## src/sv/pvc_ram.sv

```systemverilog
// Generic single-write, single-read RAM with registered read data.
`timescale 1ns / 1ps

module pvc_ram #(
   parameter int WIDTH = 8,
   parameter int DEPTH = 16
) (
   input  logic                     clock,
   input  logic                     wr_en,
   input  logic [$clog2(DEPTH)-1:0] wr_addr,
   input  logic [WIDTH-1:0]         wr_data,
   input  logic                     rd_en,
   input  logic [$clog2(DEPTH)-1:0] rd_addr,
   output logic [WIDTH-1:0]         rd_data
);

   logic [WIDTH-1:0] mem_ff [DEPTH];
   logic [WIDTH-1:0] rd_data_ff;

   always_ff @(posedge clock) begin
      if (wr_en) begin
         mem_ff[wr_addr] <= wr_data;
      end
      if (rd_en) begin
         rd_data_ff <= mem_ff[rd_addr];
      end
   end

   assign rd_data = rd_data_ff;

endmodule

```

## config.mk

```make
export PLATFORM = sky130hd
export DESIGN_NAME = pvc_ram
export DESIGN_NICKNAME = d
export VERILOG_FILES = /design/src/sv/pvc_ram.sv
export SDC_FILE = /design/constraint.sdc
export NUM_CORES = 1
export LEC_CHECK = 0
export CAP_MARGIN = 20
export CELL_PAD_IN_SITES_DETAIL_PLACEMENT = 0
export CELL_PAD_IN_SITES_GLOBAL_PLACEMENT = 1
export CORE_MARGIN = 8
export CORE_UTILIZATION = 40
export CTS_CLUSTER_SIZE = 20
export DETAILED_ROUTE_END_ITERATION = 10
export DONT_BUFFER_PORTS = 1
export GPL_ROUTABILITY_DRIVEN = 1
export PLACE_DENSITY_LB_ADDON = 0.3
export SYNTH_ARGS = -nofsm -noshare
export SYNTH_HDL_FRONTEND = slang
export SYNTH_SLANG_ARGS = --single-unit
```

## constraint.sdc

```tcl
create_clock -name clock -period 2.8 [get_ports clock]
set_clock_uncertainty 0.05 [all_clocks]
set_input_delay 0.42 -clock clock [delete_from_list [all_inputs] [get_ports clock]]
set_output_delay 0.42 -clock clock [all_outputs]
set_load 0.02 [all_outputs]
```

### Word-level counts from Yosys, hierarchy flattened

Memories as Yosys holds them, arrays and structs flattened. A register that Yosys moved wholly into a read port is not among the register bits.
Cells that the tools add are included.

| word-level totals | value |
|---|---|
| flip-flop bits (word level) | 0 |
| latch bits | 0 |
| memory bits (writable) | 128 |
| bits in read-only memories | 0 |
| input bits | 19 |
| word-level logic and storage cells | 3 |
| memories | 1 |

Memory list:

| name | words | width | rd ports | clocked after memory_dff | write ports | RTL line | text |
|---|---|---|---|---|---|---|---|
| mem_ff | 16 | 8 | 1 | 1 | 1 | 17 | `logic [WIDTH-1:0] mem_ff [DEPTH];` |

| cells by class | value |
|---|---|
| add/subtract/negate cells | 0 |
| $mul | 0 |
| divide/modulo/power cells | 0 |
| magnitude comparators | 0 |
| equal/unequal tests | 0 |
| shift operators | 0 |
| muxes and demuxes | 2 |
| bitwise operators | 0 |
| reductions and logical operators | 0 |

Operators with widths:

| cell | count |
|---|---|
| 2-to-1 mux 1 bit | 2 |

### Depth between registers and ports, before layout

| logic depth | value |
|---|---|
| word-level depth | 2 |
| gate-level depth with buffers | 5 |

### Least setup slack after synthesis

No wires, ideal clock.

| path | value |
|---|---|
| kind | input to register |
| start | input wr_addr[2] |
| end | memory mem_ff[0][0] (enable) |
| data arrival time | 1,530 ps |
| path slack | 837 ps |
| stages on the path | 2 |
| path buffers | 0 |
| path through | or3b_2 > nor3_1 |

RTL lines:

| what | RTL line | text |
|---|---|---|
| from (decl) | 10 | `input logic [$clog2(DEPTH)-1:0] wr_addr,` |
| to (decl) | 17 |  |

No word-level cell before the write port.

==> impl_metrics.ini <==
[status]
outcome = completed

[timing]
min_period_ns = 1.63
max_slew_margin_pct = 48.4
drv_slew = 0
worstMarginPinSlew_ns = 0.771
fin_tns_setup_ns = 0
setup_viol = 0
rsz0062_at_grt = no
fin_crit_sh_pct = 58.2
hold_violations = 0
max_freq_mhz = 614

[clock_network]
cts-htree-levels = 4
cts_max_path_buffers = 2
clock-sinks = 136
cts_made_buffers = 17
insertion_delay_ns = 0.41
root_buffer = clkbuf_16
cts_resized = 0
cts_tree = done
cts-hold-fix-buffers = 0
post-cts-setup-buffers = 0
path_clk_slew_ns = 0.05

[floorplan]
die-area_um2 = 17000
die_y_um = 130
die_w_um = 130
initial_core_util_pct = 41.3
core-area_um2 = 12700
rows = 41
io_pins = 27

[setup_path]
endpoint_kind = register
worstPathRequired_ns = 2.90
r2r_start = mem_ff[0][0]
startpoint_type = register
rrSetupSlack_ns = 1.17
r2r_end = rd_data[0]
crit_family = multiplexers
crit_path_start = mem_ff[0][0]
cp.depth = 3
ff2ff_path_depth = 3
cp-endpoint = rd_data[0]
path_cells = mux4_1, a22oi_1, nand2_1
path_class = register to register
critPathBufInv = 0
arrival_ns = 1.73
worst_path_max_delay_cell = mux4_1
cp_max_fo = 1
cp_slowest_stage_delay_ns = 0.50

[global_routing]
groute.usage.overall_pct = 12.7
grt_max_degree = 33
grt_pass1_vias = 2396
grt_pass1_wl_um = 14400
antenna_found_initial = 0
grt.overflow.total = 0

[detailed_routing]
antenna_left = 0
drt_iter0_drc = 225
num_vias = 2307
routed_wl_um = 9670
dr.pass1.iters = 4
drc = 0
avgRoutedWirePerCell_um = 22.3
vias_per_cell = 5.32

[pwr]
p_per_area_nw_per_um2 = 718
irDropWorstVdd_uv = 522
clkPwrFrac_pct = 42.6
p_comb_share_pct = 2.9
intPower_mw = 3.47
switching_share_pct = 18.7
seqPwrFrac_pct = 54.5
total_leakage_power_nw = 1.91
power.switching_mw = 0.795
total_power_mw = 4.26

[cells_and_area]
final_common_cell = edfxtp_1
n_antenna_cell = 0
layout_common_cells = edfxtp_1, mux4_2, clkbuf_16, a22oi_1, mux4_1
area_growth_pct = 13.5
instances_no_fill = 434
fillers = 1069
nNetsFinal = 270
drive_gt1_share_pct = 20.2

[synthesis]
synth_seq_cells = 136
avgSynthCellArea_um2 = 22.8
synth_cells = 229
yosys_warnings = 0
yosysSeqAreaShare_pct = 78.1
synth_area_um2 = 5230
syn_nets = 248
ys_types = 18

[placement]
port_buffers = 0
dpl.hpwl_um = 6230
globalplace.congestion = 0.767
dp.cells = 404

[min_path]
hold_path.class = primary input to register

[run]
drv_cap = 0
==> Yosys cell counts <==
cell | number | area share, %
nor3_1 | 4 | 0.38
and2_1 | 1 | 0.12
nand3b_1 | 2 | 0.29
buf_4 | 1 | 0.14
or3b_2 | 1 | 0.17
edfxtp_1 | 136 | 78
mux4_2 | 18 | 7.8
buf_6 | 3 | 0.65
nor2b_1 | 1 | 0.12
nand2b_1 | 2 | 0.24
nand2_1 | 9 | 0.65
and2b_1 | 1 | 0.14
nand3_1 | 1 | 0.096
a22oi_1 | 16 | 2.3
buf_2 | 3 | 0.29
nor2_1 | 13 | 0.93
mux4_1 | 14 | 7.0
clkdlybuf4s25_2 | 3 | 0.57
==> sequential cells by signal, indices dropped and copies added (netlist names) <==
signal / flops
mem_ff: 128
rd_data: 8
==> power by group through the flow <==
stage          combinational (mW)  sequential, mW  clock [mW]
4_1_cts                     0.125            2.32        1.85
5_1_grt                     0.132            2.32        1.95
6_report                    0.122            2.32        1.82
3_3_place_gp                0.124            2.36           0
2_1_floorplan               0.116            2.36           0
3_5_place_dp                0.125            2.36           0
==> worst min path at each step <==
stage                              end  cells past startpoint  slack [ns]  startpoint
after floorplan           mem_ff[0][0]                      0        0.47  wr_data[0]
after global placement    mem_ff[7][0]                      0        0.47  wr_data[0]
after detailed placement  mem_ff[6][0]                      0        0.47  wr_data[0]
after CTS                 mem_ff[2][6]                      0        0.03  wr_data[6]
after global routing      mem_ff[2][6]                      0        0.02  wr_data[6]
final                     mem_ff[2][6]                      0        0.05  wr_data[6]
==> routing by layer <==
| layer | vias up | share of wire, % | global-route usage [%] |
|---|---|---|---|
| met5 | - | 0 | 0 |
| met1 | 1212 | 46 | 15.9 |
| met3 | 14 | 5.1 | 4.90 |
| met4 | 0 | 1.7 | 6.76 |
| met2 | 58 | 48 | 18.8 |
| li1 | 1023 | - | - |
==> per-stage QoR <==
step	instance area, µm²	utilization (%)	hold WS, ns	worst slack, ns
2_1_floorplan	5230	-	0.469	0.837
3_3_place_gp	5450	43.0	0.470	0.884
3_5_place_dp	5450	43.0	0.470	0.807
4_1_cts	5930	46.8	0.0328	1.17
5_1_grt	5930	46.8	0.0234	1.12
6_report	5930	46.8	0.0545	1.17
==> cell families (layout without fill, tap and decap cells) <==
logic type,after synthesis,count (layout),synth area share (%)
multiplexers,32,32,14.8
AO/OA/AOI/OAI,16,16,2.30
flip-flops,136,136,78.1
buffers and inverters,10,43,1.65
AND/OR/NAND/NOR,35,35,3.14
==> area by class of cell <==
| type | instances | area (µm²) | area share, % |
|---|---|---|---|
| Tap cell | 172 | 215 | 3.63 |
| Clock inverter | 7 | 31.3 | 0.527 |
| Multi-Input combinational cell | 83 | 1060 | 17.8 |
| Timing Repair Buffer | 13 | 97.6 | 1.64 |
| Clock buffer | 23 | 448 | 7.55 |
| Sequential cell | 136 | 4080 | 68.8 |
Note: power is estimated with default switching activity, not from simulation.
