### src/sv/pvc_pkg.sv
// Shared types and constants of the pixel variance convergence block.
`timescale 1ns / 1ps

package pvc_pkg;

   localparam int PIXELS = 65536;
   localparam int ADDR_W = $clog2(PIXELS);
   localparam int NUM_CH = 3;
   localparam logic [1:0] CH_LAST = 2'(NUM_CH - 1);

   localparam int ACC_W = 112;
   localparam int LIM_W = 79;

   localparam logic [5:0] DIV_STEPS = 6'd32;

   localparam logic [1:0] CSR_ROW_WIDTH = 2'd0;
   localparam logic [1:0] CSR_MIN_SAMPLES = 2'd1;
   localparam logic [1:0] CSR_REL_THRESHOLD = 2'd2;
   localparam logic [1:0] CSR_ABS_FLOOR = 2'd3;

   localparam logic [8:0] ROW_WIDTH_RESET = 9'd256;
   localparam logic [15:0] MIN_SAMPLES_RESET = 16'd16;
   localparam logic [15:0] REL_THRESHOLD_RESET = 16'd655;
   localparam logic [39:0] ABS_FLOOR_RESET = 40'd281474977;

   typedef struct packed {
      logic done;
      logic [15:0] count;
      logic [NUM_CH-1:0][31:0] mean;
      logic [NUM_CH-1:0][63:0] m2;
   } entry_type;

   localparam int ENTRY_W = $bits(entry_type);

   typedef enum logic [1:0] {
      SH_0,
      SH_32,
      SH_64
   } shift_type;

   typedef struct packed {
      logic go;
      logic clr;
      shift_type shift;
   } mac_ctl_type;

   typedef enum logic [2:0] {
      OP_CSQ,
      OP_DEV,
      OP_MSQ,
      OP_LIM_LO,
      OP_LIM_HI,
      OP_RHS_LO,
      OP_RHS_MID,
      OP_RHS_HI
   } op_type;

endpackage

### src/sv/pvc_div.sv
// Restoring divider of a 32-bit magnitude by a 16-bit count, one bit per cycle.
`timescale 1ns / 1ps

module pvc_div import pvc_pkg::*; (
   input  logic        clock,
   input  logic        reset,
   input  logic        start,
   input  logic [31:0] dividend,
   input  logic [15:0] divisor,
   output logic        done,
   output logic [31:0] quotient
);

   logic [31:0] quo_ff, quo_in;
   logic [15:0] rem_ff, rem_in;
   logic [15:0] den_ff, den_in;
   logic [5:0]  cnt_ff, cnt_in;
   logic        busy_ff, busy_in;
   logic        done_ff, done_in;
   logic [16:0] trial;
   logic [16:0] diff;
   logic        fits;

   assign trial = {rem_ff, quo_ff[31]};
   assign fits = trial >= {1'b0, den_ff};
   assign diff = trial - {1'b0, den_ff};

   always_comb begin
      quo_in = quo_ff;
      rem_in = rem_ff;
      den_in = den_ff;
      cnt_in = cnt_ff;
      busy_in = busy_ff;
      done_in = 1'b0;
      if (start) begin
         quo_in = dividend;
         rem_in = '0;
         den_in = divisor;
         cnt_in = DIV_STEPS;
         busy_in = 1'b1;
      end else if (busy_ff) begin
         rem_in = fits ? diff[15:0] : trial[15:0];
         quo_in = {quo_ff[30:0], fits};
         cnt_in = cnt_ff - 6'd1;
         if (cnt_ff == 6'd1) begin
            busy_in = 1'b0;
            done_in = 1'b1;
         end
      end
   end

   always_ff @(posedge clock) begin
      quo_ff <= quo_in;
      rem_ff <= rem_in;
      den_ff <= den_in;
      cnt_ff <= cnt_in;
      if (reset) begin
         busy_ff <= 1'b0;
         done_ff <= 1'b0;
      end else begin
         busy_ff <= busy_in;
         done_ff <= done_in;
      end
   end

   assign done = done_ff;
   assign quotient = quo_ff;

endmodule

### config.mk
export PLATFORM = sky130hd
export DESIGN_NAME = pvc_div
export DESIGN_NICKNAME = d
export VERILOG_FILES = /design/src/sv/pvc_pkg.sv /design/src/sv/pvc_div.sv
export SDC_FILE = /design/constraint.sdc
export NUM_CORES = 1
export LEC_CHECK = 0
export ABC_AREA = 1
export BUFFER_PORTS_ARGS = -buffer_cell sky130_fd_sc_hd__buf_4
export CAP_MARGIN = 0
export CORE_MARGIN = 5
export CORE_UTILIZATION = 35
export DETAILED_ROUTE_END_ITERATION = 7
export GPL_TIMING_DRIVEN = 0
export SYNTH_ARGS = -nofsm -noshare
export SYNTH_HDL_FRONTEND = slang
export SYNTH_SLANG_ARGS = --single-unit
### constraint.sdc
create_clock -name clock -period 3.6 [get_ports clock]
set_input_delay 0.72 -clock clock [delete_from_list [all_inputs] [get_ports clock]]
set_output_delay 0.72 -clock clock [all_outputs]
set_load 0.005 [all_outputs]
# ---- Word level (Yosys, flattened, before mapping)
# Cells that the tools add are included.
dict set report word_totals {
  in_bits 51
  out_inout_bits 33
  ff_bits 72
  elab_cells 20
}
dict set report op_classes {
  magnitude_cmp 1
  n_eq_ne 1
  n_mux 7
  n_reduce_logical 2
  bitwise 1
  add_sub_neg 2
}
# cell n
set op_table {}
lappend op_table {{$mux 32} 2}
lappend op_table {{$ge 17x16->1} 1}
lappend op_table {{$mux 16} 1}
lappend op_table {{$sub 16x16->16} 1}
lappend op_table {{$eq 6x1->1 const B} 1}
lappend op_table {{$sub 6x1->6 const B} 1}
lappend op_table {{$mux 1} 4}
lappend op_table {{$reduce_or 3->1} 1}
lappend op_table {{$reduce_bool 2->1} 1}
lappend op_table {{$not 1->1} 1}

# ---- Depth between registers and ports, before layout
dict set report logic_depth {
  ltp_word 4
  ltp_mapped 14
}

# ---- Worst setup path after synthesis
# OpenSTA, ideal clock, no wires.
dict set report synth_timing {
  kind {input port to flip-flop}
  from {in start}
  to {reg quo_ff[0], in the netlist quotient[0] (enable)}
  t_required_ns 3.223
  path_stages 4
  slack_ns 1.484
  n_path_buf 2
  t_arrival_ns 1.739
  path_cell_list {clkbuf_1 > nor2_1 > inv_1 > buf_2}
}
dict set report synth_between {
  elab_chain_len 1
}
# element line_no
set synth_rtl {}
lappend synth_rtl {{start, declared} pvc_div.sv:7} ;# input logic start,
lappend synth_rtl {{$reduce_bool 2->1 (no source line)} n/a}
lappend synth_rtl {{end signal, assigned} pvc_div.sv:53} ;# quo_ff <= quo_in;
lappend synth_rtl {{end, declared} pvc_div.sv:14} ;# logic [31:0] quo_ff, quo_in;
# No other way between the ends.
# A chain may end at the register's enable or synchronous reset.

# ---- Worst setup path in the final report
dict set report layout_timing {
  from {in start}
  to {reg quo_ff[19], in the netlist quotient[19] (enable)}
}
# Same word-level chain as after synthesis.

==> results.toml <==
[synth]
synth_enable_flop_cells = 48
avgSynthCellArea_sq_um = 7.78
synthesis.nets = 590
synth_top_flop_cell = "edfxtp_1"
yosys_warnings = 0
synth_top_area_share = 0.356
yosys-top-cells-count = "nand2_1 (212), inv_1 (75), edfxtp_1 (48)"
ys_ff_latch = 72
async_flop_share = 0
syn_area_sq_um = 4050
syn_inst = 520
yosysTopAreaCell = "edfxtp_1"
ys_types = 37
synth_most_common_cell = "nand2_1"
ys_seq_area_frac = 0.475
ys_top_cells_by_area = "edfxtp_1 (36%), nand2_1 (20%), dfxtp_1 (12%)"

[cells_and_area]
drive_above_1_share = 0.192
n_antenna_cell = 0
syn2layout_area_growth_pct = 26.3
fill_cells = 1129
ff_latch_area_sq_um = 1920
multi_input_area_sq_um = 1760
fin_nets = 684

[worst_setup_path]
worstPathArrival_ps = 2590
critPathKind = "input pin to flop"
cp_max_fo = 41
crit_family = "buffers and inverters"
ff2ff_setup_slack_ps = 1470
worstPathRequired_ps = 3550
startpoint_type = "input pin"
path_buf_inv = 4
crit_chain = "buf_4 -> clkbuf_1 -> nor2_1 -> inv_1 -> buf_2"
cpPeakStageDelay_ps = 740
cp_slowest_cell = "buf_2"
cp-end-kind = "flop"

[routing]
drt-vias-per-instance = 4.66
wl_per_cell_um = 13.7
dr.pass1.iters = 5
drtIter0Drc = 131
vias = 3548
drt_wl_total_mm = 10.4
drcViolationCount = 0
ant_nets = 0

[global_routing]
grt_pass1_wl_mm = 17.3
grt_pass1_vias = 3615
grt_usage = 0.152
grt_start_max_net_pins = 42
antenna_found_initial = 0
overflow = 0

[place]
gp_congestion = 0.959
dp_hpwl_mm = 7.65
place_ws_ps = 525
io_buffers = 83

[timing]
period_share = 0.735
drv_slew = 0
min_period_ps = 2650
slew_headroom = 0.370
rsz0062_at_grt = "false"
setup_tns_ps = 0
hold_violations = 0
clock_skew_ps = 11.6
worst_slack_ps = 954
setup_viol = 0
worstMarginPinSlew_ps = 945
fmax_ghz = 0.378

[worst_hold_path]
hold_path_class = "flop to flop"

[clock_network]
cts_setup_buffers = 0
cts_resized = 0
cts_max_level = 3
clkTransAtPathRegs_ps = 60
numCtsBuffers = 9
cts_hold_buf = 0
cts_buffer_depth = 2
worstSkewPairLatency_ps = 330
cts_sinks = 72
cts_tree = "yes"
cts_root_buffer = "clkbuf_16"

[floorplanning]
dieArea_sq_um = 13800
fp.dieH_um = 118
fp.coreArea_sq_um = 11400
initial_core_util = 0.356
pin_count = 84
die_w_um = 118
rows = 39

[pwr]
p_leak_nw = 2.59
peakVddDrop_mv = 0.281
pwr_density_cell_nw_per_um2 = 413
finalPower_w = 0.00211

[job]
drv_cap = 0

[run_status]
status = "finished clean"
where the power goes:
group          switching [W]  internal, W  total, W
clock               0.000345     0.000468  0.000813
sequential         0.0000329     0.000957  0.000990
combinational       0.000165     0.000141  0.000306
sequential cells by signal (all words and copies together) (netlist names):
register,count
quotient,32
den_ff,16
busy_ff,1
done,1
cnt_ff,6
rem_ff,16
placed cells by master (no fill, tap or decap), types with 2 or more instances in the layout:
cell and n:
nor3_1 6, ha_1 18, clkbuf_1 11, buf_4 84, o21ai_1 2, o21ai_0 9, xnor2_1 5, edfxtp_1 48
o21ai_2 2, nor2_2 3, a21oi_1 9, inv_2 4, inv_1 75, nor2_1 22, nand4_1 4, nand2_1 212
nand2_2 2, buf_2 3, nand3_1 35, dfxtp_1 24, clkbuf_16 9, o21bai_1 2, nand3b_1 8, nand2_4 2
nand3_2 4
layout make-up:
cell class / count / share of cell area
sequential: 72 / 0.376
multi-input combinational: 356 / 0.344
timing repair buffer: 83 / 0.122
inverter: 80 / 0.0588
clock buffer: 13 / 0.0470
tap: 143 / 0.0350
buffer: 12 / 0.0125
clock inverter: 3 / 0.00416
stage by stage:
stage,cell area (sq um),instances,util,hold slack (ps)
finish,5110,762,0.449,473
global route,5110,762,0.449,484
CTS,5110,762,0.449,476
detailed placement,4850,746,0.426,459
global placement,4850,746,0.426,457
floorplan,4050,520,-,440
path summary, 6_finish.rpt:
check / from / end / cells after the start
worst max register to register: den_ff[12]$_DFFE_PP_ / rem_ff[6]$_SDFFE_PP0P_ / 9
worst min-delay path: rem_ff[13]$_SDFFE_PP0P_ / rem_ff[13]$_SDFFE_PP0P_ / 2
worst max-delay path: start / quotient[19]$_DFFE_PP_ / 5
worst min register to register: rem_ff[13]$_SDFFE_PP0P_ / rem_ff[13]$_SDFFE_PP0P_ / 2
cells by family after synthesis:
logic type / share of synthesized area
simple gates: 0.321
buf+inv: 0.0900
flops: 0.475
compound gates: 0.0399
fa+ha+maj: 0.0606
xor+xnor: 0.0130
worst register-to-register path: cells and delay by family, from the launching register on:
kind                     cells  cell delay [ps]
adder cells (fa/ha/maj)      1              340
buffers and inverters        2              300
AND/OR/NAND/NOR              3              470
AO/OA/AOI/OAI                3              550
flip-flops                   1              320
per-layer routing:
layer,wire length (um),track usage,vias to the layer above
met5,0,0,-
met4,90,0.0330,0
met3,878,0.0658,6
met2,4750,0.247,101
met1,4710,0.189,1605
li1,-,-,1836
(Power assumes the default switching activity.)
