**src/sv/pvc_pkg.sv**
```systemverilog
// Shared types and constants of the pixel variance convergence block.
`timescale 1ns / 1ps

package pvc_pkg;

   localparam int PIXELS = 65536;
   localparam int ADDR_W = $clog2(PIXELS);
   localparam int NUM_CH = 3;
   localparam logic [1:0] CH_LAST = 2'(NUM_CH - 1);

   localparam int ACC_W = 112;
   localparam int LIM_W = 79;

   localparam logic [5:0] DIV_STEPS = 6'd32;

   localparam logic [1:0] CSR_ROW_WIDTH = 2'd0;
   localparam logic [1:0] CSR_MIN_SAMPLES = 2'd1;
   localparam logic [1:0] CSR_REL_THRESHOLD = 2'd2;
   localparam logic [1:0] CSR_ABS_FLOOR = 2'd3;

   localparam logic [8:0] ROW_WIDTH_RESET = 9'd256;
   localparam logic [15:0] MIN_SAMPLES_RESET = 16'd16;
   localparam logic [15:0] REL_THRESHOLD_RESET = 16'd655;
   localparam logic [39:0] ABS_FLOOR_RESET = 40'd281474977;

   typedef struct packed {
      logic done;
      logic [15:0] count;
      logic [NUM_CH-1:0][31:0] mean;
      logic [NUM_CH-1:0][63:0] m2;
   } entry_type;

   localparam int ENTRY_W = $bits(entry_type);

   typedef enum logic [1:0] {
      SH_0,
      SH_32,
      SH_64
   } shift_type;

   typedef struct packed {
      logic go;
      logic clr;
      shift_type shift;
   } mac_ctl_type;

   typedef enum logic [2:0] {
      OP_CSQ,
      OP_DEV,
      OP_MSQ,
      OP_LIM_LO,
      OP_LIM_HI,
      OP_RHS_LO,
      OP_RHS_MID,
      OP_RHS_HI
   } op_type;

endpackage

```
**src/sv/pvc_mac.sv**
```systemverilog
// Shared 32 by 32 multiplier with a registered product and a shifted wide accumulator.
`timescale 1ns / 1ps

module pvc_mac import pvc_pkg::*; (
   input  logic             clock,
   input  logic             reset,
   input  mac_ctl_type      ctl,
   input  logic [31:0]      op_a,
   input  logic [31:0]      op_b,
   input  logic [ACC_W-1:0] init,
   output logic [ACC_W-1:0] acc
);

   logic [63:0]      prod_ff;
   logic             pend_ff;
   logic             clr_ff;
   shift_type        shift_ff;
   logic [ACC_W-1:0] acc_ff, acc_in;
   logic [ACC_W-1:0] shifted;

   always_comb begin
      case (shift_ff)
         SH_0: shifted = {48'b0, prod_ff};
         SH_32: shifted = {16'b0, prod_ff, 32'b0};
         SH_64: shifted = {prod_ff[47:0], 64'b0};
         default: shifted = '0;
      endcase
   end

   assign acc_in = pend_ff ? ((clr_ff ? init : acc_ff) + shifted) : acc_ff;

   always_ff @(posedge clock) begin
      if (ctl.go) begin
         prod_ff <= op_a * op_b;
         clr_ff <= ctl.clr;
         shift_ff <= ctl.shift;
      end
      acc_ff <= acc_in;
      if (reset) begin
         pend_ff <= 1'b0;
      end else begin
         pend_ff <= ctl.go;
      end
   end

   assign acc = acc_ff;

endmodule

```
**config.mk**
```make
export PLATFORM = sky130hd
export DESIGN_NAME = pvc_mac
export DESIGN_NICKNAME = d
export VERILOG_FILES = /design/src/sv/pvc_pkg.sv /design/src/sv/pvc_mac.sv
export SDC_FILE = /design/constraint.sdc
export NUM_CORES = 2
export LEC_CHECK = 0
export BUFFER_PORTS_ARGS = -buffer_cell sky130_fd_sc_hd__buf_2
export CORE_MARGIN = 2
export CORE_UTILIZATION = 35
export CTS_CLUSTER_SIZE = 25
export DETAILED_ROUTE_END_ITERATION = 10
export SETUP_SLACK_MARGIN = 0.15
export SLEW_MARGIN = 20
export SYNTH_ARGS = -nofsm -noshare
export SYNTH_HDL_FRONTEND = slang
export SYNTH_SLANG_ARGS = --single-unit
export TNS_END_PERCENT = 10
```
**constraint.sdc**
```tcl
create_clock -name clock -period 18 [get_ports clock]
set_input_delay 3.6 -clock clock [delete_from_list [all_inputs] [get_ports clock]]
set_output_delay 3.6 -clock clock [all_outputs]
set_load 0.02 [all_outputs]
```
=== After elaboration in Yosys (flattened, before gate mapping) ===
Index checks and enable logic that the tools add are counted.
W data, S select, Z words.

* Bits in registers: 180
* Input bits: 182
* Output and inout bits: 112
* Word-level logic and storage cells: 12

* $add $sub $neg: 1
* Multipliers: 1
* Equal/unequal tests: 2
* Mux-type cells: 2
* Reduce and logical (&&, ||, !) cells: 1

{| class="wikitable"
|+ Operators by type and width
! kind !! count
|-
| $pmux W112 S3 || 1
|-
| $add A112 B112 Y112 || 1
|-
| $mux W112 || 1
|-
| $mul A32 B32 Y64 || 1
|-
| $eq A2 B1 Y1 const B || 1
|-
| $eq A2 B2 Y1 const B || 1
|-
| $logic_not A2 Y1 || 1
|}

=== Depth between registers and ports, before layout ===
* Word-level depth: 3
* Mapped depth: 30
* Gate-level depth less buffers: 29

=== Worst setup path after synthesis ===
OpenSTA, ideal clock, no wires.

* Kind: in2reg
* Start: input op_a[10]
* End: register prod_ff[62] (data pin)
* Setup time: 0.262 ns
* Arrival: 10.191 ns
* Required time: 17.738 ns
* Path slack: 7.548 ns
* Stages on the path: 28
* Buffers on the path: 1
* Cells stage by stage: clkbuf_1 -> and2_1 -> fa_1 -> inv_1 -> fa_1 -> inv_1 -> fa_1 -> inv_1 -> fa_1 -> inv_1 -> fa_1 -> fa_1 -> fa_1 -> inv_1 -> fa_1 -> inv_1 -> ha_1 -> a21oi_1 -> o211ai_1 -> a31o_2 -> a21oi_1 -> nand3_1 -> nor2_1 -> o31a_1 -> o211ai_1 -> a31oi_1 -> o21ai_1 -> xor2_1

* Word-level cells in the longest chain between the ends: 1

{| class="wikitable"
|+ Ends and longest elaborated chain
! item !! RTL line !! source
|-
| start, declared || pvc_mac.sv:8 || <nowiki>input logic [31:0] op_a,</nowiki>
|-
| $mul A32 B32 Y64 || pvc_mac.sv:34 || <nowiki>prod_ff <= op_a * op_b;</nowiki>
|-
| end signal, assigned || pvc_mac.sv:34 ||
|-
| end, declared || pvc_mac.sv:14 || <nowiki>logic [63:0] prod_ff;</nowiki>
|}

No other way between the ends.
A chain may end at the register's enable or synchronous reset.

=== Final worst setup path ===
* Start: input op_b[5]
* End: register prod_ff[63] (data pin)

* Word-level cells in the longest chain between the ends: 1

{| class="wikitable"
|+ Ends and longest elaborated chain
! item !! RTL line !! source
|-
| start, declared || pvc_mac.sv:9 || <nowiki>input logic [31:0] op_b,</nowiki>
|-
| $mul A32 B32 Y64 || pvc_mac.sv:34 ||
|}

No other way between the ends.

==> results by group <==
Outcome
  • Status: finished, final reports clean

Clock network
  • CTS Buffer Depth: 2
  • Clk slew on worst S/H paths: 80 ps
  • CTS resizes: 0
  • CTS Root Cell: clkbuf_16
  • Worst-Skew Late Latency: 480 ps
  • Post-CTS Setup Inserts: 0
  • CTS tree: done
  • CTS Hold Bufs: 0
  • Clock Sinks: 180
  • Inserted Clock Buffers: 17
  • H-tree Lvls: 4

STA
  • Highest Clock Rate: 90.1 MHz
  • Crit share post-route: 0.616
  • Fin. Hold Viols: 0
  • Fin worst setup slack: 6900 ps
  • Slew @ Worst Pin: 1010 ps
  • Slew headroom: 0.329
  • RSZ-0062 raised after global routing: no
  • Period minus WS final: 11,100 ps
  • Setup Skew: 16.4 ps
  • Final setup TNS: 0 ps
  • # setup viols final: 0
  • Max-slew violation count: 0

Die
  • Initial Utilization: 0.351
  • Die W: 375 µm
  • Placeable Area: 137,000 µm²
  • # IOs: 294
  • Die area: 140,000 µm²
  • Num rows: 136
  • DIE HEIGHT: 375 µm

Cells and area
  • Fraction of layout cells with a size suffix above 1: 0.0916
  • Area delta synth->final: 6.74%
  • # fillers: 13,900
  • Nets: 6,703

Synth
  • Yosys top cell area share: 0.373
  • Most common cell in the synthesized netlist: inv_1
  • Syn Inst Count: 5,231
  • Syn_nets: 6,684
  • Top post-synthesis cells by count: inv_1, fa_1, and2_1, nand2_1, ha_1
  • #FFs+latches synth: 180
  • Cell area after synthesis: 48,100 µm²
  • Synth Area per Inst: 9.20 µm²
  • Area leader, netlist: fa_1
  • Async set-reset flop share out of synthesis: 0
  • Yosys warns: 0
  • Main synth FF type: edfxtp_1
  • Register area share after synthesis: 0.112
  • Post-synth EDFFs: 179
  • Yosys cell types: 80
  • Synth area leaders: fa_1, edfxtp_1, ha_1

Worst setup path
  • Crit start category: input port
  • CP max FO: 32
  • Reg2reg path depth: 17
  • Worst Setup End Kind: flip-flop
  • CP required: 18,210 ps
  • CP Class: in -> reg
  • Critical Path AT: 11,310 ps
  • Reg2Reg Capture Point: acc[110]
  • FF-to-FF setup slack: 12,610 ps
  • Worst r2r src: shift_ff[0]

Routing
  • DRT Pass-1 Iters: 6
  • 1st-iter DRT viols: 2,797
  • Final wirelength: 157,000 µm
  • DRC: 0
  • Vias per inst: 5.22
  • Final ANT Viol Nets: 0
  • Drt wl/cell: 22.2 µm
  • Via count: 36,800

Min path
  • Worst hold endpoint: acc[0]
  • Worst hold start: acc[0]
  • Min-delay worst type: reg -> reg
  • Hold Path Stages: 2

GRT
  • First-pass GRT wire length: 239,000 µm
  • GRT Residual Overflow: 0
  • Largest net degree at the start of global routing: 113
  • Vias in the first global route: 39,000
  • Initial antenna violation count: 9
  • GRT Overall Usage: 0.224

Placement
  • PortBufs: 293
  • Gpl congestion: 0.959
  • Placement Setup Slack: 6420 ps
  • Post-DP HPWL: 125,000 µm

Flow run
  • Max-Cap Viols: 0
==> through the flow <==
step	hold WS [ps]	cells	area (µm²)	util
finish	723	7061	51300	0.375
CTS	729	7057	51300	0.375
global route	754	7058	51300	0.375
floorplan	661	5231	48100	-
detailed placement	708	7025	50700	0.370
global placement	704	7025	50700	0.370
==> worst max-delay path by stage <==
stage                  endpoint      from  depth (start not counted)
global route        prod_ff[63]   op_b[5]                         26
finish              prod_ff[63]   op_b[5]                         26
detailed placement  prod_ff[63]   op_b[5]                         26
global placement    prod_ff[63]   op_b[5]                         26
CTS                 prod_ff[63]   op_b[5]                         26
floorplan           prod_ff[62]  op_a[10]                         28
==> worst max-delay path, cell delays in order <==
cell,delay [ps]
buf_2,660
and2_1,260
fa_1,420
fa_1,490
fa_1,530
inv_1,50
fa_1,470
inv_1,50
fa_1,490
inv_1,50
fa_1,550
inv_1,50
fa_1,500
fa_1,410
ha_1,380
nand2_1,90
nor2_1,190
nand2_1,80
o31ai_1,290
o21ai_1,240
or2_2,360
a32oi_1,450
a21boi_1,180
o21ai_0,200
a21oi_1,100
xnor2_1,140
==> cells by family (layout without fill, tap and decap cells) <==
kind of cell / Yosys count / after routing / share of synthesized area
XOR/XNOR: 171 / 171 / 0.0311
AO/OA/AOI/OAI: 663 / 663 / 0.0900
adder cells (fa/ha/maj): 1271 / 1271 / 0.471
flip-flops: 180 / 180 / 0.112
AND/OR/NAND/NOR: 1566 / 1566 / 0.166
multiplexers: 146 / 146 / 0.0333
other: 0 / 4 / 0
buffers and inverters: 1234 / 1266 / 0.0971
==> final cells by class <==
| cell class | instances | area [µm²] | area share |
|---|---|---|---|
| tap | 1794 | 2240 | 0.0437 |
| multi-input combinational | 3817 | 38000 | 0.741 |
| clock buffer | 18 | 429 | 0.00836 |
| inverter | 931 | 3490 | 0.0681 |
| sequential | 180 | 5400 | 0.105 |
| timing repair buffer | 303 | 1550 | 0.0303 |
| antenna | 4 | 10.0 | 0.000195 |
| clock inverter | 14 | 168 | 0.00327 |
==> layout by cell type, fill, tap and decap left out, types with 16 or more instances in the layout <==
master	netlist	routed
and2_1	638	638
mux2i_1	35	35
o21ai_0	88	88
nor3_1	16	16
a21oi_1	229	229
inv_1	930	930
o21bai_1	51	51
ha_1	374	374
edfxtp_1	179	179
mux2_2	111	111
xnor2_1	118	118
nand2_1	581	581
nand4_1	69	69
and3_1	18	18
a22o_1	33	33
a31oi_1	31	31
clkbuf_16	0	17
buf_2	28	293
xor2_1	53	53
nor2_1	153	153
a21o_1	98	98
nand3_1	24	24
fa_1	897	897
==> routing by layer <==
metal / routed length [µm] / GRT usage
met5: 73 / 0
met4: 4790 / 0.0687
met3: 9880 / 0.0333
met2: 76600 / 0.384
met1: 65200 / 0.292
==> state kept, by name (all words and copies together), names as in the netlist <==
signal	cells
shift_ff	2
acc	112
clr_ff	1
pend_ff	1
prod_ff	64
Power is not shown: default switching activity piles up to over one toggle a cycle in this logic, so the estimate is an artifact.
